**src/rtl/ssrp_pkg.sv**
```systemverilog
package ssrp_pkg;

  // header byte value and frame layout
  localparam logic [7:0] HDR_BYTE   = 8'hFF;
  localparam int         IDX_ID     = 2;
  localparam int         IDX_LEN    = 3;
  localparam int         IDX_STATE  = 4;
  localparam int         PARAM_BASE = 5;
  localparam int         LEN_EXTRA  = 2;
  localparam int         OUT_PARAMS = 6;

  typedef enum logic [2:0] {
    ST_OK      = 3'd0,
    ST_SHORT   = 3'd1,
    ST_BAD_HDR = 3'd2,
    ST_BAD_LEN = 3'd3,
    ST_BAD_SUM = 3'd4
  } status_t;

  typedef enum logic {
    REQ_BYTE   = 1'b0,
    REQ_WINDOW = 1'b1
  } req_t;

  typedef struct packed {
    req_t       req_type;
    logic [7:0] rx_byte;
  } in_word_t;

  typedef struct packed {
    status_t                   status;
    logic [7:0]                servo_id;
    logic [7:0]                servo_state;
    logic [8*OUT_PARAMS-1:0]   param_bytes;
  } out_word_t;

endpackage

```
**src/rtl/ssrp_in_stage.sv**
```systemverilog
module ssrp_in_stage
  import ssrp_pkg::*;
(
  input  logic     clk,
  input  logic     rst_n,
  input  logic     in_valid,
  output logic     in_stall,
  input  in_word_t in_data,
  input  logic     adv,
  output logic     fire,
  output in_word_t word
);

  logic     valid_r;
  in_word_t word_r;

  // hold the word while the result side cannot move
  assign in_stall = valid_r && !adv;
  assign fire     = valid_r && adv;
  assign word     = word_r;

  // input register
  always_ff @(posedge clk) begin
    if (!rst_n) begin
      valid_r <= 1'b0;
    end else if (!in_stall) begin
      valid_r <= in_valid;
    end
  end

  always_ff @(posedge clk) begin
    if (!in_stall && in_valid) begin
      word_r <= in_data;
    end
  end

endmodule

```
**src/rtl/ssrp_core.sv**
```systemverilog
module ssrp_core
  import ssrp_pkg::*;
#(
  parameter int MAX_PARAMS = 6
) (
  input  logic      clk,
  input  logic      rst_n,
  input  logic      cfg_valid,
  input  logic [2:0] cfg_data,
  input  logic      fire,
  input  in_word_t  word,
  output logic      res_valid,
  output out_word_t res
);

  localparam logic [2:0] MAX_CNT = (MAX_PARAMS > 7) ? 3'd7 : 3'(MAX_PARAMS);

  logic [2:0] param_count_r;
  logic [3:0] byte_index_r, byte_index_nxt;
  logic [7:0] sum_r, sum_nxt;
  logic       header_bad_r, header_bad_nxt;
  logic       length_bad_r, length_bad_nxt;
  logic [7:0] id_r, id_nxt;
  logic [7:0] state_r, state_nxt;
  logic [7:0] params_r   [MAX_PARAMS];
  logic [7:0] params_nxt [MAX_PARAMS];
  logic       done_r, done_nxt;

  logic [2:0] cnt;
  logic [3:0] last;
  logic [7:0] b;
  logic [8*OUT_PARAMS-1:0] masked;

  // effective parameter count and checksum position
  assign cnt  = (param_count_r > MAX_CNT) ? MAX_CNT : param_count_r;
  assign last = 4'(PARAM_BASE) + {1'b0, cnt};
  assign b    = word.rx_byte;

  // parameter bytes past the count read as zero
  for (genvar g = 0; g < OUT_PARAMS; g++) begin : g_mask
    if (g < MAX_PARAMS) begin : g_have
      assign masked[8*g +: 8] = (3'(g) < cnt) ? params_r[g] : 8'h00;
    end else begin : g_none
      assign masked[8*g +: 8] = 8'h00;
    end
  end

  // frame parsing for one word
  always_comb begin
    byte_index_nxt = byte_index_r;
    sum_nxt        = sum_r;
    header_bad_nxt = header_bad_r;
    length_bad_nxt = length_bad_r;
    id_nxt         = id_r;
    state_nxt      = state_r;
    params_nxt     = params_r;
    done_nxt       = done_r;
    res_valid      = 1'b0;
    res            = '0;
    res.status     = ST_OK;

    if (word.req_type == REQ_WINDOW) begin
      // window end: rearm, report a short frame unless one completed
      byte_index_nxt = '0;
      sum_nxt        = '0;
      header_bad_nxt = 1'b0;
      length_bad_nxt = 1'b0;
      id_nxt         = '0;
      state_nxt      = '0;
      for (int i = 0; i < MAX_PARAMS; i++) begin
        params_nxt[i] = '0;
      end
      done_nxt = 1'b0;
      if (!done_r) begin
        res_valid  = 1'b1;
        res.status = ST_SHORT;
      end
    end else if (!done_r) begin
      if (byte_index_r >= last) begin
        // checksum byte closes the frame
        done_nxt  = 1'b1;
        res_valid = 1'b1;
        if (header_bad_r) begin
          res.status = ST_BAD_HDR;
        end else if (length_bad_r) begin
          res.status = ST_BAD_LEN;
        end else if (b != ~sum_r) begin
          res.status = ST_BAD_SUM;
        end else begin
          res.status      = ST_OK;
          res.servo_id    = id_r;
          res.servo_state = state_r;
          res.param_bytes = masked;
        end
      end else begin
        if (byte_index_r < 4'(IDX_ID)) begin
          if (b != HDR_BYTE) begin
            header_bad_nxt = 1'b1;
          end
        end else begin
          sum_nxt = sum_r + b;
          if (byte_index_r == 4'(IDX_ID)) begin
            id_nxt = b;
          end
          if (byte_index_r == 4'(IDX_LEN) && b != (8'(cnt) + 8'(LEN_EXTRA))) begin
            length_bad_nxt = 1'b1;
          end
          if (byte_index_r == 4'(IDX_STATE)) begin
            state_nxt = b;
          end
          for (int i = 0; i < MAX_PARAMS; i++) begin
            if (byte_index_r == 4'(PARAM_BASE + i)) begin
              params_nxt[i] = b;
            end
          end
        end
        byte_index_nxt = byte_index_r + 4'd1;
      end
    end
  end

  // parameter count register
  always_ff @(posedge clk) begin
    if (!rst_n) begin
      param_count_r <= '0;
    end else if (cfg_valid) begin
      param_count_r <= cfg_data;
    end
  end

  // frame state
  always_ff @(posedge clk) begin
    if (!rst_n) begin
      byte_index_r <= '0;
      sum_r        <= '0;
      header_bad_r <= 1'b0;
      length_bad_r <= 1'b0;
      id_r         <= '0;
      state_r      <= '0;
      for (int i = 0; i < MAX_PARAMS; i++) begin
        params_r[i] <= '0;
      end
      done_r <= 1'b0;
    end else if (fire) begin
      byte_index_r <= byte_index_nxt;
      sum_r        <= sum_nxt;
      header_bad_r <= header_bad_nxt;
      length_bad_r <= length_bad_nxt;
      id_r         <= id_nxt;
      state_r      <= state_nxt;
      params_r     <= params_nxt;
      done_r       <= done_nxt;
    end
  end

`ifndef NO_ASSERTIONS
  // window end always rearms the parser
  a_rearm: assert property (@(posedge clk) disable iff (!rst_n)
    fire && word.req_type == REQ_WINDOW |=> byte_index_r == '0 && !done_r && sum_r == '0)
    else $error("parser not rearmed after window end");

  // bytes after a completed frame give nothing
  a_discard: assert property (@(posedge clk) disable iff (!rst_n)
    done_r && word.req_type == REQ_BYTE |-> !res_valid)
    else $error("result produced after completed frame");

  // failure results carry no frame contents
  a_zero_fail: assert property (@(posedge clk) disable iff (!rst_n)
    res_valid && res.status != ST_OK |->
      res.servo_id == '0 && res.servo_state == '0 && res.param_bytes == '0)
    else $error("failure result carries frame data");

  // a completed frame leaves done set
  a_done: assert property (@(posedge clk) disable iff (!rst_n)
    fire && res_valid && word.req_type == REQ_BYTE |=> done_r)
    else $error("frame end did not set done");
`endif

endmodule

```
**src/rtl/ssrp_out_stage.sv**
```systemverilog
module ssrp_out_stage
  import ssrp_pkg::*;
(
  input  logic      clk,
  input  logic      rst_n,
  input  logic      fire,
  input  logic      res_valid,
  input  out_word_t res,
  output logic      adv,
  output logic      out_valid,
  input  logic      out_stall,
  output out_word_t out_data
);

  logic      valid_r;
  out_word_t data_r;

  // the register moves when empty or being taken
  assign adv       = !valid_r || !out_stall;
  assign out_valid = valid_r;
  assign out_data  = data_r;

  // result register
  always_ff @(posedge clk) begin
    if (!rst_n) begin
      valid_r <= 1'b0;
    end else if (adv) begin
      valid_r <= fire && res_valid;
    end
  end

  always_ff @(posedge clk) begin
    if (adv && fire && res_valid) begin
      data_r <= res;
    end
  end

endmodule

```
**src/rtl/servo_status_reply_parser.sv**
```systemverilog
// channel | direction | ports                          | word
// in      | input     | in_valid, in_stall, in_data    | in_word_t (req_type, rx_byte)
// out     | output    | out_valid, out_stall, out_data | out_word_t (status, id, state, params)
// cfg     | input     | cfg_valid, cfg_ready, cfg_data | param_count, 3 bits
//
// one word is accepted every cycle unless in_stall is high; it is held in the input register,
// and the parser result loads the result register when that register can move, so out_valid
// rises for words that give a result, and the result is taken while out_stall is low
// synchronous active-low reset clears the handshake and all frame state, param_count to 0
// in_stall rises only while both registers are full and out_stall holds the result
// cfg_ready is always high; the count takes effect on the next word parsed
module servo_status_reply_parser
  import ssrp_pkg::*;
#(
  parameter int MAX_PARAMS = 6
) (
  input  logic       clk,
  input  logic       rst_n,
  input  logic       in_valid,
  output logic       in_stall,
  input  in_word_t   in_data,
  output logic       out_valid,
  input  logic       out_stall,
  output out_word_t  out_data,
  input  logic       cfg_valid,
  output logic       cfg_ready,
  input  logic [2:0] cfg_data
);

  logic      adv;
  logic      fire;
  in_word_t  word;
  logic      res_valid;
  out_word_t res;

  assign cfg_ready = 1'b1;

  ssrp_in_stage u_in (
    .clk      (clk),
    .rst_n    (rst_n),
    .in_valid (in_valid),
    .in_stall (in_stall),
    .in_data  (in_data),
    .adv      (adv),
    .fire     (fire),
    .word     (word)
  );

  ssrp_core #(
    .MAX_PARAMS (MAX_PARAMS)
  ) u_core (
    .clk       (clk),
    .rst_n     (rst_n),
    .cfg_valid (cfg_valid && cfg_ready),
    .cfg_data  (cfg_data),
    .fire      (fire),
    .word      (word),
    .res_valid (res_valid),
    .res       (res)
  );

  ssrp_out_stage u_out (
    .clk       (clk),
    .rst_n     (rst_n),
    .fire      (fire),
    .res_valid (res_valid),
    .res       (res),
    .adv       (adv),
    .out_valid (out_valid),
    .out_stall (out_stall),
    .out_data  (out_data)
  );

endmodule
```
**config.mk**
```make
export PLATFORM = sky130hd
export DESIGN_NAME = servo_status_reply_parser
export DESIGN_NICKNAME = d
export VERILOG_FILES = /design/src/rtl/ssrp_pkg.sv /design/src/rtl/ssrp_in_stage.sv /design/src/rtl/ssrp_core.sv /design/src/rtl/ssrp_out_stage.sv /design/src/rtl/servo_status_reply_parser.sv
export SDC_FILE = /design/constraint.sdc
export NUM_CORES = 1
export LEC_CHECK = 0
export BUFFER_PORTS_ARGS = -buffer_cell sky130_fd_sc_hd__buf_2
export CAP_MARGIN = 20
export CORE_MARGIN = 1.5
export CORE_UTILIZATION = 50
export DETAILED_ROUTE_END_ITERATION = 8
export PLACE_DENSITY = 0.72
export SLEW_MARGIN = 20
export SYNTH_ARGS = -nofsm -noshare
export SYNTH_HDL_FRONTEND = slang
export SYNTH_SLANG_ARGS = --single-unit
```
**constraint.sdc**
```tcl
create_clock -name clk -period 7.9 [get_ports clk]
set_input_delay 0.79 -clock clk [delete_from_list [all_inputs] [get_ports clk]]
set_output_delay 0.79 -clock clk [all_outputs]
set_load 0.1 [all_outputs]
```
# [Word level (Yosys, flattened, before mapping)]
# Index checks and enable logic that the tools add are counted.
[word_totals] ff_bits=160 inputBits=17 out_inout_bits=70 wordCells=165
[classes] addsub=4 n_lt_le_gt_ge=9 eq_ne=15 mux=60 bitwise_logic=8 n_reduce_logical=42
[op_table] op="$mux W8" count=26
[op_table] op="$mux W48" count=4
[op_table] op="$mux W64" count=3
[op_table] op="$mux W67" count=2
[op_table] op="$reduce_and A5 Y1" count=10
[op_table] op="$reduce_or A7 Y1" count=6
[op_table] op="$reduce_bool A2 Y1" count=11
[op_table] op="$mux W1" count=17
[op_table] op="$eq A4 B3 Y1 const B" count=4
[op_table] op="$ne A8 B8 Y1" count=2
[op_table] op="$mux W3" count=5
[op_table] op="$eq A4 B4 Y1 const B" count=3
[op_table] op="$mux W4" count=3
[op_table] op="$add A8 B8 Y8" count=1
[op_table] op="$eq A4 B2 Y1 const B" count=2
[op_table] op="$ne A8 B8 Y1 const B" count=1
[op_table] op="$not A8 Y8" count=1
[op_table] op="$logic_and A1 B1 Y1" count=7
[op_table] op="$not A1 Y1" count=7
[op_table] op="$lt A1 B3 Y1 const A" count=2
[op_table] op="$lt A2 B3 Y1 const A" count=2
[op_table] op="$lt A3 B3 Y1 const A" count=2
[op_table] op="$ne A2 B2 Y1 const B" count=3
[op_table] op="$reduce_or A6 Y1" count=1
[op_table] op="10 further kinds" count=13

# [Depth between registers and ports, before layout]
# Gate-level depths: netlist of the first run.
[logic_depth] word_depth=10 ltp_mapped=14 depth_no_buf=12

# [Cells and area by module]
# Synthesis of the first run repeated with hierarchy kept, for this count alone.
[unflattened] cells_unflattened=565 area_unflattened_um2=6744.0
[by_module_without_submodules] mod="ssrp_core" n_inst=1 cells_per_inst=477 area_each_um2=4350.4 seq_area_each_um2=1641.6
[by_module_without_submodules] mod="ssrp_out_stage" n_inst=1 cells_per_inst=72 area_each_um2=2058.2 seq_area_each_um2=2031.9
[by_module_without_submodules] mod="ssrp_in_stage" n_inst=1 cells_per_inst=14 area_each_um2=324.1 seq_area_each_um2=290.3
[by_module_without_submodules] mod="servo_status_reply_parser" n_inst=1 cells_per_inst=2 area_each_um2=11.3 seq_area_each_um2=0.0

# [Worst setup path before layout of the first run]
# OpenSTA, ideal clock, no wires.
[synth_timing] path_kind="flip-flop to flip-flop" from="register u_core.param_count_r[1]" to="register u_out.data_r, in the netlist u_out.out_data[0] (enable)" setup_ns=0.574 arrival_ns=6.891 slack_ns=0.434 path_stages_with_launch=14 path_buffers=2 synth_period_minus_slack_ns=7.466 path_cell_list="dfxtp_1 ha_1 nand2b_1 clkbuf_1 inv_1 ha_1 xor2_1 ha_1 o21a_1 nor2_1 nor2_4 buf_2 nor2_1 nor3_1"
[synth_between] elab_chain_cells=8
[synth_lines] item="start, declared" line_no="ssrp_core.sv:18" text="logic [2:0] param_count_r;"
[synth_lines] item="start signal, assigned" line_no="ssrp_core.sv:127" text="param_count_r <= cfg_data;"
[synth_lines] item="$gt A3 B3 Y1" line_no="ssrp_core.sv:35" text="assign cnt = (param_count_r > MAX_CNT) ? MAX_CNT : param_count_r;"
[synth_lines] item="$mux W3 (*)" line_no="ssrp_core.sv:35"
[synth_lines] item="$add A3 B3 Y4 (*)" line_no="ssrp_core.sv:36" text="assign last = 4'(PARAM_BASE) + {1'b0, cnt};"
[synth_lines] item="$ge A4 B4 Y1 (*)" line_no="ssrp_core.sv:79" text="if (byte_index_r >= last) begin"
[synth_lines] item="$mux W1 (*)" line_no="ssrp_core.sv:79"
[synth_lines] item="$mux W1 (*)" line_no="ssrp_core.sv:78" text="end else if (!done_r) begin"
[synth_lines] item="$mux W1 (*)" line_no="ssrp_core.sv:62" text="if (word.req_type == REQ_WINDOW) begin"
[synth_lines] item="$logic_and A1 B1 Y1 (*)" line_no="ssrp_out_stage.sv:33" text="if (adv && fire && res_valid) begin"
[synth_lines] item="end signal, assigned" line_no="ssrp_out_stage.sv:34" text="data_r <= res;"
[synth_lines] item="end, declared" line_no="ssrp_out_stage.sv:16" text="out_word_t data_r;"
# Every way passes the cells marked *; elsewhere a longest branch is shown, timed or not.
# A chain may end at the register's enable or synchronous reset.

# [Worst setup path after layout of the first run]
[layout_timing] from="register u_core.param_count_r[1]" to="register u_core.sum_r[7]"
[layout_between] elab_chain_cells=6
[layout_lines] item="$gt A3 B3 Y1" line_no="ssrp_core.sv:35"
[layout_lines] item="$mux W3 (*)" line_no="ssrp_core.sv:35"
[layout_lines] item="$add A3 B3 Y4 (*)" line_no="ssrp_core.sv:36"
[layout_lines] item="$ge A4 B4 Y1 (*)" line_no="ssrp_core.sv:79"
[layout_lines] item="$ne A2 B2 Y1 (no line) (*)"
[layout_lines] item="$reduce_and A4 Y1 (no line) (*)"
[layout_lines] item="end signal, assigned" line_no="ssrp_core.sv:146" text="sum_r <= sum_nxt;"
[layout_lines] item="end, declared" line_no="ssrp_core.sv:20" text="logic [7:0] sum_r, sum_nxt;"
# Marked as above.

==> flow_results.xml, run 1 <==
<?xml version="1.0" encoding="UTF-8"?>
<metrics>
  <group name="outcome">
    <metric name="status" unit="">complete, no violations</metric>
  </group>
  <group name="place">
    <metric name="numPlacedInstances" unit="">781</metric>
    <metric name="pre_cts_ws" unit="ps">4198</metric>
    <metric name="post-dp-hpwl" unit="microns">8975</metric>
    <metric name="placement.io_buffers" unit="">85</metric>
    <metric name="routabilityCongestion" unit="">0.9268</metric>
  </group>
  <group name="worst_hold_path">
    <metric name="worstHoldStart" unit="">u_core.params_r[29]$_SDFFE_PN0P_</metric>
    <metric name="min_path_type" unit="">reg2reg</metric>
    <metric name="whs_path_cells" unit="">2</metric>
    <metric name="end_point_of_the_worst_hold_path" unit="">u_core.params_r[29]$_SDFFE_PN0P_</metric>
  </group>
  <group name="synthesis">
    <metric name="ys_ff_latch" unit="">160</metric>
    <metric name="post_synth_mux_area_share" unit="%">7.128</metric>
    <metric name="synth_ff_type" unit="">sky130_fd_sc_hd__dfxtp_1</metric>
    <metric name="synth_compound_area_share" unit="%">8.986</metric>
    <metric name="ys.warnings.count" unit="">0</metric>
    <metric name="synth_fa_ha_area_share" unit="%">4.284</metric>
    <metric name="synth.distinct_cells" unit="">52</metric>
    <metric name="post_synth_instance_area" unit="sq mm">0.006600</metric>
    <metric name="synthArstFlopShare" unit="%">0</metric>
    <metric name="xor_xnor_fraction_of_synth_area" unit="%">1.725</metric>
    <metric name="post_synth_and_or_nand_nor_area_fraction" unit="%">15.91</metric>
    <metric name="synth_edf_count" unit="">76</metric>
    <metric name="synth_top_family_by_area" unit="">simple AND/OR/NAND/NOR gates</metric>
    <metric name="ys_seq_area_share" unit="%">60.06</metric>
    <metric name="syn_inst" unit="">540</metric>
    <metric name="post_synth.cell_area_avg" unit="sq um">12.22</metric>
    <metric name="total_nets_after_synthesis" unit="">579</metric>
  </group>
  <group name="global_route">
    <metric name="grt_pass1_vias" unit="">4141</metric>
    <metric name="grt_start_max_net_pins" unit="">61</metric>
    <metric name="initial_antenna_violation_count" unit="">0</metric>
    <metric name="grt_first_pass_wirelength" unit="microns">21450</metric>
    <metric name="grt_remaining_overflow" unit="">0</metric>
    <metric name="global_route.usage.total" unit="%">20.12</metric>
  </group>
  <group name="clock_network">
    <metric name="clock_tree.root_cell" unit="">sky130_fd_sc_hd__clkbuf_16</metric>
    <metric name="cts_sinks" unit="">160</metric>
    <metric name="cts-hold-fix-buffers" unit="">0</metric>
    <metric name="clkLatencyLatePin" unit="ps">430</metric>
    <metric name="cts_made_buffers" unit="">17</metric>
    <metric name="tritoncts" unit="">done</metric>
    <metric name="postCtsSetupRepairBufs" unit="">0</metric>
    <metric name="worst_setup_hold_path_clk_slew" unit="ps">60</metric>
    <metric name="cts.htree.levels" unit="">4</metric>
    <metric name="clk_path_buf_depth" unit="">2</metric>
    <metric name="cts_repair_resize_count" unit="">0</metric>
  </group>
  <group name="die">
    <metric name="coreArea" unit="sq mm">0.01277</metric>
    <metric name="placement_rows" unit="">41</metric>
    <metric name="io_count" unit="">87</metric>
    <metric name="starting_density_of_the_core" unit="%">51.67</metric>
    <metric name="die_w" unit="microns">117.9</metric>
    <metric name="die_h" unit="microns">117.9</metric>
    <metric name="die_area" unit="sq mm">0.01390</metric>
  </group>
  <group name="sta">
    <metric name="max_slew.worst_pin.slew" unit="ps">1061</metric>
    <metric name="rsz0062_at_grt" unit="">false</metric>
    <metric name="relSlewSlack" unit="%">29.24</metric>
    <metric name="hold_viol_final" unit="">0</metric>
    <metric name="clock_skew" unit="ps">8.032</metric>
    <metric name="clock.fmax" unit="MHz">271.5</metric>
    <metric name="period_needed" unit="ps">3684</metric>
    <metric name="timing.final.max_slew_violations" unit="">0</metric>
    <metric name="setup-violations-final" unit="">0</metric>
    <metric name="postLayoutSetupSlackWorst" unit="ps">4216</metric>
    <metric name="setup-tns-final" unit="ps">0</metric>
    <metric name="min_period_over_period" unit="%">46.63</metric>
  </group>
  <group name="detailed_routing">
    <metric name="wl" unit="microns">13540</metric>
    <metric name="wl_per_cell" unit="microns">16.66</metric>
    <metric name="drt_iter0_drc" unit="">263</metric>
    <metric name="route.detailed.drc" unit="">0</metric>
    <metric name="via_cell_ratio" unit="">5.355</metric>
    <metric name="num_vias" unit="">4354</metric>
    <metric name="detailedRoute.firstPassIterationCount" unit="">5</metric>
    <metric name="route.antenna.remaining_nets" unit="">0</metric>
  </group>
  <group name="power">
    <metric name="finalPower" unit="mW">1.883</metric>
    <metric name="power.combinational.fraction" unit="%">9.0</metric>
    <metric name="internal-power" unit="mW">1.420</metric>
    <metric name="power_leakage" unit="nW">3.277</metric>
    <metric name="pwr-share-seq" unit="%">47.8</metric>
    <metric name="power.net_switching" unit="uW">462.9</metric>
    <metric name="vdd.ir_drop.worst" unit="uV">134.8</metric>
    <metric name="power.share.clock" unit="%">43.2</metric>
    <metric name="power_density" unit="mW/mm^2">242.1</metric>
    <metric name="power.share.switching" unit="%">24.58</metric>
  </group>
  <group name="critical_path">
    <metric name="end_kind" unit="">register</metric>
    <metric name="crit_arrival" unit="ps">4000</metric>
    <metric name="kind_of_cell_adding_the_most_delay_to_the_critical_path" unit="">compound AO/OA/AOI/OAI gates</metric>
    <metric name="worst_setup_path_start_kind" unit="">register</metric>
    <metric name="reg2reg_slack" unit="ps">4220</metric>
    <metric name="critical_path.reg2reg.startpoint" unit="">u_core.param_count_r[1]$_SDFFE_PN0P_</metric>
    <metric name="critical_path.slowest_cell" unit="">sky130_fd_sc_hd__o41ai_4</metric>
    <metric name="critical_path_class" unit="">reg2reg</metric>
    <metric name="timing.rr.end" unit="">u_core.sum_r[7]$_SDFFE_PN0P_</metric>
    <metric name="worst_setup_path_startpoint" unit="">u_core.param_count_r[1]$_SDFFE_PN0P_</metric>
    <metric name="max_stage_delay" unit="ps">740</metric>
    <metric name="critPathMaxFanout" unit="">16</metric>
    <metric name="timing.critical_path.cells" unit="">ha_1, nand2b_1, inv_1, ha_1, xor2_1, ha_1, o21a_1, nor2_1, nor2_4, o41ai_4, o21ai_2, a32o_1</metric>
    <metric name="crit_buf_inv" unit="">1</metric>
    <metric name="crit_top_cell" unit="">sky130_fd_sc_hd__ha_1</metric>
    <metric name="cp_data_required_time" unit="ps">8220</metric>
    <metric name="worstRegToRegCells" unit="">12</metric>
  </group>
  <group name="layout">
    <metric name="diodes" unit="">0</metric>
    <metric name="layout.filler_cells" unit="">1019</metric>
    <metric name="post_route_cells_drive_above_1_share" unit="%">21.06</metric>
    <metric name="layout-area-overhead-vs-synth" unit="%">17.88</metric>
    <metric name="instances_no_fill" unit="">813</metric>
    <metric name="post_layout_nets" unit="">667</metric>
  </group>
  <group name="run">
    <metric name="drv.max_cap_violation_count" unit="">0</metric>
  </group>
</metrics>
## per-stage QoR
stage	hold slack (ps)	util, %	cell area (sq um)
floorplan	424.2	-	6600
global placement	437.9	56.26	7187
detailed placement	440.6	56.26	7187
CTS	456.8	60.91	7780
global route	466.7	60.91	7780
finish	450.1	60.91	7780
## layout by cell type, fill, tap and decap left out, types with 2 or more instances in the layout
cell type,n
sky130_fd_sc_hd__clkinv_1,4
sky130_fd_sc_hd__buf_2,85
sky130_fd_sc_hd__nor2_1,16
sky130_fd_sc_hd__clkinvlp_4,3
sky130_fd_sc_hd__nand4_1,3
sky130_fd_sc_hd__a21oi_1,8
sky130_fd_sc_hd__and2_1,49
sky130_fd_sc_hd__xor2_1,8
sky130_fd_sc_hd__or2_2,3
sky130_fd_sc_hd__clkbuf_16,17
sky130_fd_sc_hd__o211ai_1,3
sky130_fd_sc_hd__nor4_1,3
sky130_fd_sc_hd__o2bb2ai_1,24
sky130_fd_sc_hd__o21ai_1,6
sky130_fd_sc_hd__o21a_1,3
sky130_fd_sc_hd__nor3_1,10
sky130_fd_sc_hd__dfxtp_1,84
sky130_fd_sc_hd__nand2b_1,6
sky130_fd_sc_hd__nor2b_1,11
sky130_fd_sc_hd__buf_4,4
sky130_fd_sc_hd__a211oi_1,2
sky130_fd_sc_hd__nand2_1,65
sky130_fd_sc_hd__a21boi_1,3
sky130_fd_sc_hd__bufinv_16,3
sky130_fd_sc_hd__and3_1,19
sky130_fd_sc_hd__mux2i_1,47
sky130_fd_sc_hd__ha_1,21
sky130_fd_sc_hd__edfxtp_1,76
sky130_fd_sc_hd__o21ai_2,6
sky130_fd_sc_hd__xnor2_1,5
sky130_fd_sc_hd__nand3b_1,2
sky130_fd_sc_hd__inv_1,9
sky130_fd_sc_hd__clkinv_4,3
sky130_fd_sc_hd__o21ai_0,5
sky130_fd_sc_hd__a21o_1,3
## how the worst max path moves through the flow
stage	end	slack (ps)	cells after the start
5_1_grt	u_core.sum_r[7]$_SDFFE_PN0P_	3950	12
2_1_floorplan	u_out.out_data[0]$_SDFFCE_PP0P_	430	13
3_5_place_dp	u_core.sum_r[7]$_SDFFE_PN0P_	4200	12
3_3_place_gp	u_core.sum_r[7]$_SDFFE_PN0P_	4350	12
6_report	u_core.sum_r[7]$_SDFFE_PN0P_	4220	12
4_1_cts	u_core.sum_r[7]$_SDFFE_PN0P_	4190	12
## worst reg2reg max path: cells and delay by family, from the launching register on
kind	cells	cell delay, ps
compound gates	4	1320
xor+xnor	1	160
fa+ha+maj	3	770
buf+inv	1	90
flops	1	450
simple gates	3	800
## synthesized netlist by cell type, types with 2 or more instances
| cell | count | area, sq um |
|---|---|---|
| sky130_fd_sc_hd__edfxtp_1 | 76 | 2282 |
| sky130_fd_sc_hd__and3_1 | 19 | 118.9 |
| sky130_fd_sc_hd__nand4_1 | 3 | 18.77 |
| sky130_fd_sc_hd__clkbuf_1 | 14 | 52.55 |
| sky130_fd_sc_hd__o21a_1 | 3 | 22.52 |
| sky130_fd_sc_hd__buf_1 | 2 | 7.510 |
| sky130_fd_sc_hd__nand2_1 | 65 | 244.0 |
| sky130_fd_sc_hd__o211ai_1 | 3 | 22.52 |
| sky130_fd_sc_hd__nor2_1 | 16 | 60.06 |
| sky130_fd_sc_hd__nand2b_1 | 6 | 37.54 |
| sky130_fd_sc_hd__o21ai_1 | 6 | 30.03 |
| sky130_fd_sc_hd__a21oi_1 | 8 | 40.04 |
| sky130_fd_sc_hd__a211oi_1 | 2 | 15.01 |
| sky130_fd_sc_hd__xnor2_1 | 5 | 43.79 |
| sky130_fd_sc_hd__xor2_1 | 8 | 70.07 |
| sky130_fd_sc_hd__a21boi_1 | 3 | 22.52 |
| sky130_fd_sc_hd__nor2b_1 | 11 | 68.82 |
| sky130_fd_sc_hd__inv_1 | 9 | 33.78 |
| sky130_fd_sc_hd__buf_2 | 2 | 10.01 |
| sky130_fd_sc_hd__mux2i_1 | 47 | 470.5 |
| sky130_fd_sc_hd__and2_1 | 49 | 306.5 |
| sky130_fd_sc_hd__nand3b_1 | 2 | 15.01 |
| sky130_fd_sc_hd__o2bb2ai_1 | 24 | 210.2 |
| sky130_fd_sc_hd__o21ai_2 | 6 | 52.55 |
| sky130_fd_sc_hd__a21o_1 | 3 | 22.52 |
| sky130_fd_sc_hd__ha_1 | 21 | 262.8 |
| sky130_fd_sc_hd__dfxtp_1 | 84 | 1682 |
| sky130_fd_sc_hd__nor4_1 | 3 | 18.77 |
| sky130_fd_sc_hd__o21ai_0 | 5 | 25.02 |
| sky130_fd_sc_hd__nor3_1 | 11 | 55.05 |
| sky130_fd_sc_hd__or2_2 | 3 | 18.77 |
## state kept, by name (all words and copies together) (netlist names)
signal                count
u_core.state_r            8
u_core.done_r             1
u_core.sum_r              8
u_core.params_r          48
u_core.byte_index_r       4
u_out.out_valid           1
u_in.valid_r              1
u_core.param_count_r      3
u_core.length_bad_r       1
u_out.out_data           67
u_in.word                 9
u_core.header_bad_r       1
u_core.id_r               8
## logic make-up (layout without fill, tap and decap cells)
family / Yosys count / after routing
simple gates: 195 / 195
flops: 160 / 160
other cells: 1 / 1
fa+ha+maj: 22 / 22
compound gates: 73 / 73
xor+xnor: 13 / 13
buf+inv: 29 / 130
mux: 47 / 47
## per-layer routing
metal / global-route usage [%] / part of all wire [%] / vias up
met1: 26.20 / 45 / 2104
met2: 31.98 / 49 / 126
met4: 8.232 / 2.0 / 0
met3: 5.281 / 4.6 / 22
met5: 0 / 0 / -
li1: - / - / 2102
## power by group through the flow
stage                     clock, mW  combinational, mW  sequential, mW
after floorplan                   0             0.0739           0.982
after global placement            0              0.167           0.918
after detailed placement          0              0.169           0.919
after CTS                     0.826              0.170           0.901
after global routing          0.858              0.179           0.903
final                         0.813              0.169           0.901
## layout make-up
class                           instances  area, sq um  share of cell area, %
Clock buffer                           17        425.4                  5.468
Multi-Input combinational cell        351         2519                  32.37
Timing Repair Buffer                   89        455.4                  5.854
Sequential cell                       160         3964                  50.95
Inverter                                9        33.78                 0.4342
Tap cell                              172        215.2                  2.766
Clock inverter                         15        167.7                  2.155
Power figures use the tool's default switching activity.
==> run 2, diff against run 1 <==
ABC_AREA = 1   (was not set)
PLACE_DENSITY = 0.69   (was 0.72)
clock period = 3.65 ns   (was 7.9 ns; I/O delays follow)
==> run 2 against run 1 <==
Clock-buffer cell count rose by 2. Critical endpoint is now u_core.params_r[25]$_SDFFE_PN0P_. Final cell count rose by 45%. Via count increased by 33%. Largest cell class unchanged.
==> flow_results.xml, run 2 <==
<?xml version="1.0" encoding="UTF-8"?>
<metrics>
  <group name="clock_network">
    <metric name="clk_path_buf_depth" unit="">2</metric>
    <metric name="cts.htree.levels" unit="">4</metric>
    <metric name="cts_sinks" unit="">160</metric>
    <metric name="cts-hold-fix-buffers" unit="">0</metric>
    <metric name="cts_repair_resize_count" unit="">0</metric>
    <metric name="clock_tree.root_cell" unit="">sky130_fd_sc_hd__clkbuf_16</metric>
    <metric name="worst_setup_hold_path_clk_slew" unit="ps">60</metric>
    <metric name="tritoncts" unit="">done</metric>
    <metric name="clkLatencyLatePin" unit="ps">430</metric>
    <metric name="cts_made_buffers" unit="">17</metric>
    <metric name="postCtsSetupRepairBufs" unit="">0</metric>
  </group>
  <group name="synthesis">
    <metric name="yosys.cell_count.top_type" unit="">sky130_fd_sc_hd__nand2_1</metric>
    <metric name="ys_seq_area_share" unit="%">53.54</metric>
    <metric name="post_synth_mux_area_share" unit="%">0</metric>
    <metric name="synth_area_leaders" unit="">sky130_fd_sc_hd__edfxtp_1 (31%), sky130_fd_sc_hd__dfxtp_1 (23%), sky130_fd_sc_hd__nand2_1 (10%)</metric>
    <metric name="synth_top_family_by_area" unit="">simple AND/OR/NAND/NOR gates</metric>
    <metric name="post_synth_instance_area" unit="sq mm">0.007403</metric>
    <metric name="xor_xnor_fraction_of_synth_area" unit="%">0.7098</metric>
    <metric name="syn_inst" unit="">898</metric>
    <metric name="ys.warnings.count" unit="">0</metric>
    <metric name="synth.top_cell.area_share" unit="%">30.83</metric>
    <metric name="synth_fa_ha_area_share" unit="%">3.820</metric>
    <metric name="synth_top_cell_by_area" unit="">sky130_fd_sc_hd__edfxtp_1</metric>
    <metric name="synth_edf_count" unit="">76</metric>
    <metric name="post_synth.cell_area_avg" unit="sq um">8.244</metric>
    <metric name="ys_ff_latch" unit="">160</metric>
    <metric name="synth_commonest_cells" unit="">sky130_fd_sc_hd__nand2_1 (206), sky130_fd_sc_hd__inv_1 (167), sky130_fd_sc_hd__nor2_1 (149)</metric>
    <metric name="total_nets_after_synthesis" unit="">937</metric>
    <metric name="synthArstFlopShare" unit="%">0</metric>
    <metric name="synth_ff_type" unit="">sky130_fd_sc_hd__dfxtp_1</metric>
    <metric name="post_synth_and_or_nand_nor_area_fraction" unit="%">27.41</metric>
    <metric name="synth_compound_area_share" unit="%">3.684</metric>
    <metric name="synth.distinct_cells" unit="">31</metric>
  </group>
  <group name="detailed_routing">
    <metric name="wl" unit="microns">15060</metric>
    <metric name="route.met2.wl" unit="microns">7043</metric>
    <metric name="num_vias" unit="">5777</metric>
    <metric name="highest-signal-layer" unit="">met4</metric>
    <metric name="via_cell_ratio" unit="">4.904</metric>
    <metric name="detailedRoute.firstPassIterationCount" unit="">5</metric>
    <metric name="routedLengthMet1" unit="microns">6917</metric>
    <metric name="drt_iter0_drc" unit="">402</metric>
    <metric name="route.antenna.remaining_nets" unit="">0</metric>
    <metric name="route.detailed.drc" unit="">0</metric>
    <metric name="wl_met3" unit="microns">825</metric>
    <metric name="wl_per_cell" unit="microns">12.78</metric>
  </group>
  <group name="critical_path">
    <metric name="critical_path.reg2reg.startpoint" unit="">u_core.param_count_r[1]$_SDFFE_PN0P_</metric>
    <metric name="critPathMaxFanout" unit="">36</metric>
    <metric name="crit_buf_inv" unit="">4</metric>
    <metric name="cp_data_required_time" unit="ps">4010</metric>
    <metric name="timing.critical_path.cells" unit="">ha_1, nand2_1, nand2_1, inv_1, ha_1, xnor2_1, ha_1, nand2_1, inv_1, nand2_1, nand4_1, nand2_2, buf_12, nand3_2, nand2_1, inv_1, nor2_1</metric>
    <metric name="critical_path_class" unit="">reg2reg</metric>
    <metric name="kind_of_cell_adding_the_most_delay_to_the_critical_path" unit="">simple AND/OR/NAND/NOR gates</metric>
    <metric name="worst_setup_path_start_kind" unit="">register</metric>
    <metric name="max_stage_delay" unit="ps">450</metric>
    <metric name="critical_path.slowest_cell" unit="">sky130_fd_sc_hd__dfxtp_1</metric>
    <metric name="crit_arrival" unit="ps">3620</metric>
    <metric name="worst_setup_path_startpoint" unit="">u_core.param_count_r[1]$_SDFFE_PN0P_</metric>
    <metric name="end_kind" unit="">register</metric>
    <metric name="crit_top_cell" unit="">sky130_fd_sc_hd__nand2_1</metric>
  </group>
  <group name="global_route">
    <metric name="grt_start_max_net_pins" unit="">49</metric>
    <metric name="grt_first_pass_wirelength" unit="microns">24940</metric>
    <metric name="global_route.usage.total" unit="%">20.07</metric>
    <metric name="initial_antenna_violation_count" unit="">0</metric>
    <metric name="grt_remaining_overflow" unit="">0</metric>
    <metric name="grt_pass1_vias" unit="">5247</metric>
  </group>
  <group name="layout">
    <metric name="post_route_cells_drive_above_1_share" unit="%">14.99</metric>
    <metric name="largest_register_ffs" unit="">67</metric>
    <metric name="commonest_non_fill_non_tap_cell_in_the_layout" unit="">sky130_fd_sc_hd__nand2_1</metric>
    <metric name="diodes" unit="">0</metric>
    <metric name="layout-area-overhead-vs-synth" unit="%">15.95</metric>
    <metric name="mostFrequentLayoutCells" unit="">sky130_fd_sc_hd__nand2_1 (205), sky130_fd_sc_hd__inv_1 (166), sky130_fd_sc_hd__nor2_1 (149), sky130_fd_sc_hd__buf_2 (85), sky130_fd_sc_hd__dfxtp_1 (84)</metric>
    <metric name="layout.filler_cells" unit="">1315</metric>
    <metric name="post_layout_nets" unit="">1020</metric>
    <metric name="instances_no_fill" unit="">1178</metric>
  </group>
  <group name="sta">
    <metric name="timing.final.max_slew_violations" unit="">0</metric>
    <metric name="clock.fmax" unit="MHz">306.9</metric>
    <metric name="setup-violations-final" unit="">0</metric>
    <metric name="postLayoutSetupSlackWorst" unit="ps">392.1</metric>
    <metric name="min_period_over_period" unit="%">89.26</metric>
    <metric name="rsz0062_at_grt" unit="">false</metric>
    <metric name="hold_viol_final" unit="">0</metric>
    <metric name="period_needed" unit="ps">3258</metric>
    <metric name="max_slew.worst_pin.slew" unit="ps">565.9</metric>
    <metric name="clock_skew" unit="ps">7.536</metric>
    <metric name="setup-tns-final" unit="ps">0</metric>
    <metric name="relSlewSlack" unit="%">62.22</metric>
  </group>
  <group name="die">
    <metric name="die_w" unit="microns">124.7</metric>
    <metric name="io_count" unit="">87</metric>
    <metric name="die_h" unit="microns">124.7</metric>
    <metric name="placement_rows" unit="">44</metric>
    <metric name="starting_density_of_the_core" unit="%">51.13</metric>
    <metric name="coreArea" unit="sq mm">0.01448</metric>
    <metric name="die_area" unit="sq mm">0.01555</metric>
  </group>
  <group name="outcome">
    <metric name="status" unit="">complete, no violations</metric>
  </group>
  <group name="power">
    <metric name="vdd.ir_drop.worst" unit="uV">281.4</metric>
    <metric name="power_leakage" unit="nW">3.860</metric>
    <metric name="power_density" unit="mW/mm^2">490.2</metric>
  </group>
  <group name="worst_hold_path">
    <metric name="min_path_type" unit="">in2reg</metric>
    <metric name="worstHoldStart" unit="">in_data[8]</metric>
  </group>
  <group name="place">
    <metric name="pre_cts_ws" unit="ps">453.4</metric>
    <metric name="post-dp-hpwl" unit="microns">10250</metric>
    <metric name="routabilityCongestion" unit="">0.8850</metric>
    <metric name="placement.io_buffers" unit="">85</metric>
    <metric name="numPlacedInstances" unit="">1146</metric>
  </group>
  <group name="run">
    <metric name="drv.max_cap_violation_count" unit="">0</metric>
  </group>
</metrics>
-- run 2: per-layer routing --
layer | global-route usage, % | up-vias
li1 | - | 3001
met1 | 26.44 | 2587
met2 | 32.90 | 166
met3 | 4.124 | 23
met4 | 7.099 | 0
met5 | 0 | -
-- run 2: cell families after synthesis --
kind of cell,count (synthesis)
AOI/OAI and AO/OA,42
xor gates and xnor gates,6
adders and majority gates,22
buffers and inverters,203
DFF,160
other,1
and+or+nand+nor,464
-- run 2: final cells by class --
| cell class | count | area [sq um] | area share, % |
|---|---|---|---|
| Inverter | 174 | 656.9 | 7.652 |
| Tap cell | 184 | 230.2 | 2.682 |
| Clock inverter | 13 | 146.4 | 1.705 |
| Timing Repair Buffer | 93 | 510.5 | 5.947 |
| Multi-Input combinational cell | 535 | 2644 | 30.80 |
| Sequential cell | 160 | 3964 | 46.17 |
| Clock buffer | 19 | 432.9 | 5.043 |
-- run 2: report_power, final --
group / switching (mW) / leakage [nW] / internal, mW
clock network: 0.688 / 0.283 / 1.06
registers: 0.0290 / 1.44 / 1.94
logic: 0.378 / 2.14 / 0.112
-- run 2: path summary, 6_finish.rpt --
kind                                      end  slack, ps  depth (start not counted)
max          u_core.params_r[25]$_SDFFE_PN0P_        390                         17
min                    u_in.word[8]$_DFFE_PP_        120                          1
max reg2reg  u_core.params_r[25]$_SDFFE_PN0P_        390                         17
min reg2reg      u_core.sum_r[0]$_SDFFE_PN0P_        470                          2
-- run 2: metrics by stage --
step | cell area (sq um) | utilization [%] | hold slack (ps) | power (mW)
after floorplan | 7407 | - | 445.3 | 2.395
after global placement | 8005 | 55.29 | 457.5 | 2.484
after detailed placement | 8005 | 55.29 | 460.9 | 2.491
after CTS | 8584 | 59.29 | 104.6 | 4.224
after global routing | 8584 | 59.29 | 100.9 | 4.367
final | 8584 | 59.29 | 115.4 | 4.208
-- run 2: worst reg2reg max path, stage by stage, from the launching register on --
cell,delay (ps)
sky130_fd_sc_hd__dfxtp_1,450
sky130_fd_sc_hd__ha_1,260
sky130_fd_sc_hd__nand2_1,110
sky130_fd_sc_hd__nand2_1,150
sky130_fd_sc_hd__inv_1,90
sky130_fd_sc_hd__ha_1,210
sky130_fd_sc_hd__xnor2_1,130
sky130_fd_sc_hd__ha_1,310
sky130_fd_sc_hd__nand2_1,70
sky130_fd_sc_hd__inv_1,40
sky130_fd_sc_hd__nand2_1,70
sky130_fd_sc_hd__nand4_1,160
sky130_fd_sc_hd__nand2_2,450
sky130_fd_sc_hd__buf_12,270
sky130_fd_sc_hd__nand3_2,180
sky130_fd_sc_hd__nand2_1,120
sky130_fd_sc_hd__inv_1,50
sky130_fd_sc_hd__nor2_1,100
==> run 3, diff against run 2 <==
ABC_AREA = not set   (was 1)
PLACE_DENSITY = 0.7   (was 0.69)
==> run 3 against run 2 <==
Global-route usage rose by 0.13 points. Power fell by 0.34%. Clock-buffer cell count did not move. Critical path depth fell by 6. First-iteration DRC count fell by 45%. Combinational power fell by 23%. Critical path type unchanged. Largest cell class unchanged.
==> flow_results.xml, run 3 (synthesized netlist as in run 1, its figures left out) <==
<?xml version="1.0" encoding="UTF-8"?>
<metrics>
  <group name="die">
    <metric name="die_h" unit="microns">117.9</metric>
    <metric name="die_area" unit="sq mm">0.01390</metric>
    <metric name="coreArea" unit="sq mm">0.01277</metric>
    <metric name="starting_density_of_the_core" unit="%">51.67</metric>
    <metric name="placement_rows" unit="">41</metric>
    <metric name="io_count" unit="">87</metric>
    <metric name="die_w" unit="microns">117.9</metric>
  </group>
  <group name="detailed_routing">
    <metric name="via_cell_ratio" unit="">5.265</metric>
    <metric name="route.detailed.drc" unit="">0</metric>
    <metric name="wl" unit="microns">13280</metric>
    <metric name="detailedRoute.firstPassIterationCount" unit="">4</metric>
    <metric name="route.antenna.remaining_nets" unit="">0</metric>
    <metric name="drt_iter0_drc" unit="">221</metric>
    <metric name="wl_per_cell" unit="microns">16.29</metric>
    <metric name="num_vias" unit="">4291</metric>
  </group>
  <group name="layout">
    <metric name="largest_register_ffs" unit="">67</metric>
    <metric name="instances_no_fill" unit="">815</metric>
    <metric name="diodes" unit="">0</metric>
    <metric name="fin_area" unit="sq mm">0.007910</metric>
    <metric name="post_layout_nets" unit="">669</metric>
    <metric name="postLayoutCoreUtil" unit="%">61.93</metric>
    <metric name="layout-area-overhead-vs-synth" unit="%">19.85</metric>
    <metric name="mostFrequentLayoutCells" unit="">sky130_fd_sc_hd__buf_2 (85), sky130_fd_sc_hd__dfxtp_1 (82), sky130_fd_sc_hd__edfxtp_1 (76), sky130_fd_sc_hd__nand2_1 (65), sky130_fd_sc_hd__and2_1 (49)</metric>
    <metric name="post_route_cells_drive_above_1_share" unit="%">22.86</metric>
    <metric name="commonest_non_fill_non_tap_cell_in_the_layout" unit="">sky130_fd_sc_hd__buf_2</metric>
  </group>
  <group name="place">
    <metric name="placement.io_buffers" unit="">85</metric>
    <metric name="routabilityCongestion" unit="">0.8926</metric>
    <metric name="post-dp-hpwl" unit="microns">8835</metric>
    <metric name="numPlacedInstances" unit="">783</metric>
    <metric name="post_dp_cell_area" unit="sq mm">0.007283</metric>
  </group>
  <group name="worst_hold_path">
    <metric name="min_path_type" unit="">in2reg</metric>
  </group>
  <group name="clock_network">
    <metric name="cts-hold-fix-buffers" unit="">0</metric>
    <metric name="clock_tree.root_cell" unit="">sky130_fd_sc_hd__clkbuf_16</metric>
    <metric name="clk_path_buf_depth" unit="">2</metric>
    <metric name="cts_made_buffers" unit="">17</metric>
    <metric name="clkLatencyLatePin" unit="ps">420</metric>
    <metric name="cts_repair_resize_count" unit="">0</metric>
    <metric name="cts_sinks" unit="">160</metric>
    <metric name="tritoncts" unit="">done</metric>
    <metric name="cts.htree.levels" unit="">4</metric>
    <metric name="postCtsSetupRepairBufs" unit="">0</metric>
    <metric name="worst_setup_hold_path_clk_slew" unit="ps">60</metric>
  </group>
  <group name="power">
    <metric name="power_density" unit="mW/mm^2">530.2</metric>
    <metric name="vdd.ir_drop.worst" unit="uV">289.2</metric>
    <metric name="power_leakage" unit="nW">3.312</metric>
  </group>
  <group name="critical_path">
    <metric name="critical_path.slowest_cell" unit="">sky130_fd_sc_hd__o41ai_4</metric>
    <metric name="cp_data_required_time" unit="ps">3970</metric>
    <metric name="worst_setup_path_start_kind" unit="">register</metric>
    <metric name="timing.critical_path.cells" unit="">ha_4, or2_4, ha_4, inv_1, ha_1, a2111oi_4, nor2_4, o41ai_4, buf_4, mux2i_1, nor2b_1</metric>
    <metric name="critical_path_class" unit="">reg2reg</metric>
    <metric name="crit_top_cell" unit="">sky130_fd_sc_hd__ha_4</metric>
    <metric name="max_stage_delay" unit="ps">510</metric>
    <metric name="end_kind" unit="">register</metric>
    <metric name="crit_arrival" unit="ps">3520</metric>
    <metric name="critPathMaxFanout" unit="">16</metric>
  </group>
  <group name="outcome">
    <metric name="status" unit="">complete, no violations</metric>
  </group>
  <group name="run">
    <metric name="drv.max_cap_violation_count" unit="">0</metric>
  </group>
  <group name="sta">
    <metric name="hold_viol_final" unit="">0</metric>
    <metric name="relSlewSlack" unit="%">52.42</metric>
    <metric name="period_needed" unit="ps">3204</metric>
    <metric name="holdWs" unit="ps">112.1</metric>
    <metric name="setup-violations-final" unit="">0</metric>
    <metric name="clock.fmax" unit="MHz">312.1</metric>
    <metric name="rsz0062_at_grt" unit="">false</metric>
    <metric name="min_period_over_period" unit="%">87.78</metric>
    <metric name="timing.final.max_slew_violations" unit="">0</metric>
    <metric name="max_slew.worst_pin.slew" unit="ps">712.2</metric>
    <metric name="clock_skew" unit="ps">8.943</metric>
  </group>
  <group name="global_route">
    <metric name="grt_start_max_net_pins" unit="">61</metric>
    <metric name="grt_first_pass_wirelength" unit="microns">21690</metric>
    <metric name="initial_antenna_violation_count" unit="">0</metric>
    <metric name="global_route.usage.total" unit="%">20.20</metric>
    <metric name="grt_remaining_overflow" unit="">0</metric>
    <metric name="grt_pass1_vias" unit="">4234</metric>
  </group>
</metrics>
-- run 3: cell types whose count changed in the layout (fill, tap and decap cells not counted), sizes merged, moves of 25 or more --
cell	change
nand2	-141
nand4	-72
inv	-162
mux2i	+47
nor2	-133
nand3	-25
and2	+48
-- run 3: area by class of cell --
class / count / area [sq um]
fill: 1026 / 4863
sequential: 160 / 3971
multi-input combinational: 351 / 2577
timing repair buffer: 91 / 483.0
clock buffer: 19 / 442.9
tap: 172 / 215.2
clock inverter: 13 / 183.9
inverter: 9 / 36.28
-- run 3: stage by stage --
stage	worst slack (ps)	total power [mW]	TNS (ps)
2_1_floorplan	-344.7	2.292	-23090
3_3_place_gp	561.2	2.356	0
3_5_place_dp	469.1	2.364	0
4_1_cts	442.1	4.219	0
5_1_grt	302.7	4.323	0
6_report	445.9	4.194	0
-- run 3: routing by layer --
metal | track usage, % | wire [microns]
met3 | 6.008 | 839
met1 | 26.60 | 6082
met4 | 8.460 | 261
met2 | 31.14 | 6092
met5 | 0 | 0
-- run 3: worst max-delay path, delay by kind of cell (launching register included) --
family          cells  cell delay, ps
mux                 1             190
flops               1             380
buf+inv             2             280
compound gates      2            1000
simple gates        3             500
fa+ha+maj           3             750
-- run 3: worst paths after layout --
kind	from	to	slack, ps	cells past startpoint
max reg2reg	u_core.param_count_r[1]$_SDFFE_PN0P_	u_core.sum_r[2]$_SDFFE_PN0P_	450	11
min reg2reg	u_core.id_r[7]$_SDFFE_PN0P_	u_core.id_r[7]$_SDFFE_PN0P_	450	1
max	u_core.param_count_r[1]$_SDFFE_PN0P_	u_core.sum_r[2]$_SDFFE_PN0P_	450	11
min	in_data[5]	u_in.word[5]$_DFFE_PP_	110	1
-- run 3: power breakdown --
group	total [mW]	switching, mW	internal, mW	leakage (nW)
clock network	1.87	0.705	1.16	0.301
logic	0.375	0.284	0.0910	1.59
registers	1.95	0.0285	1.92	1.42
total	4.19	1.02	3.18	3.31
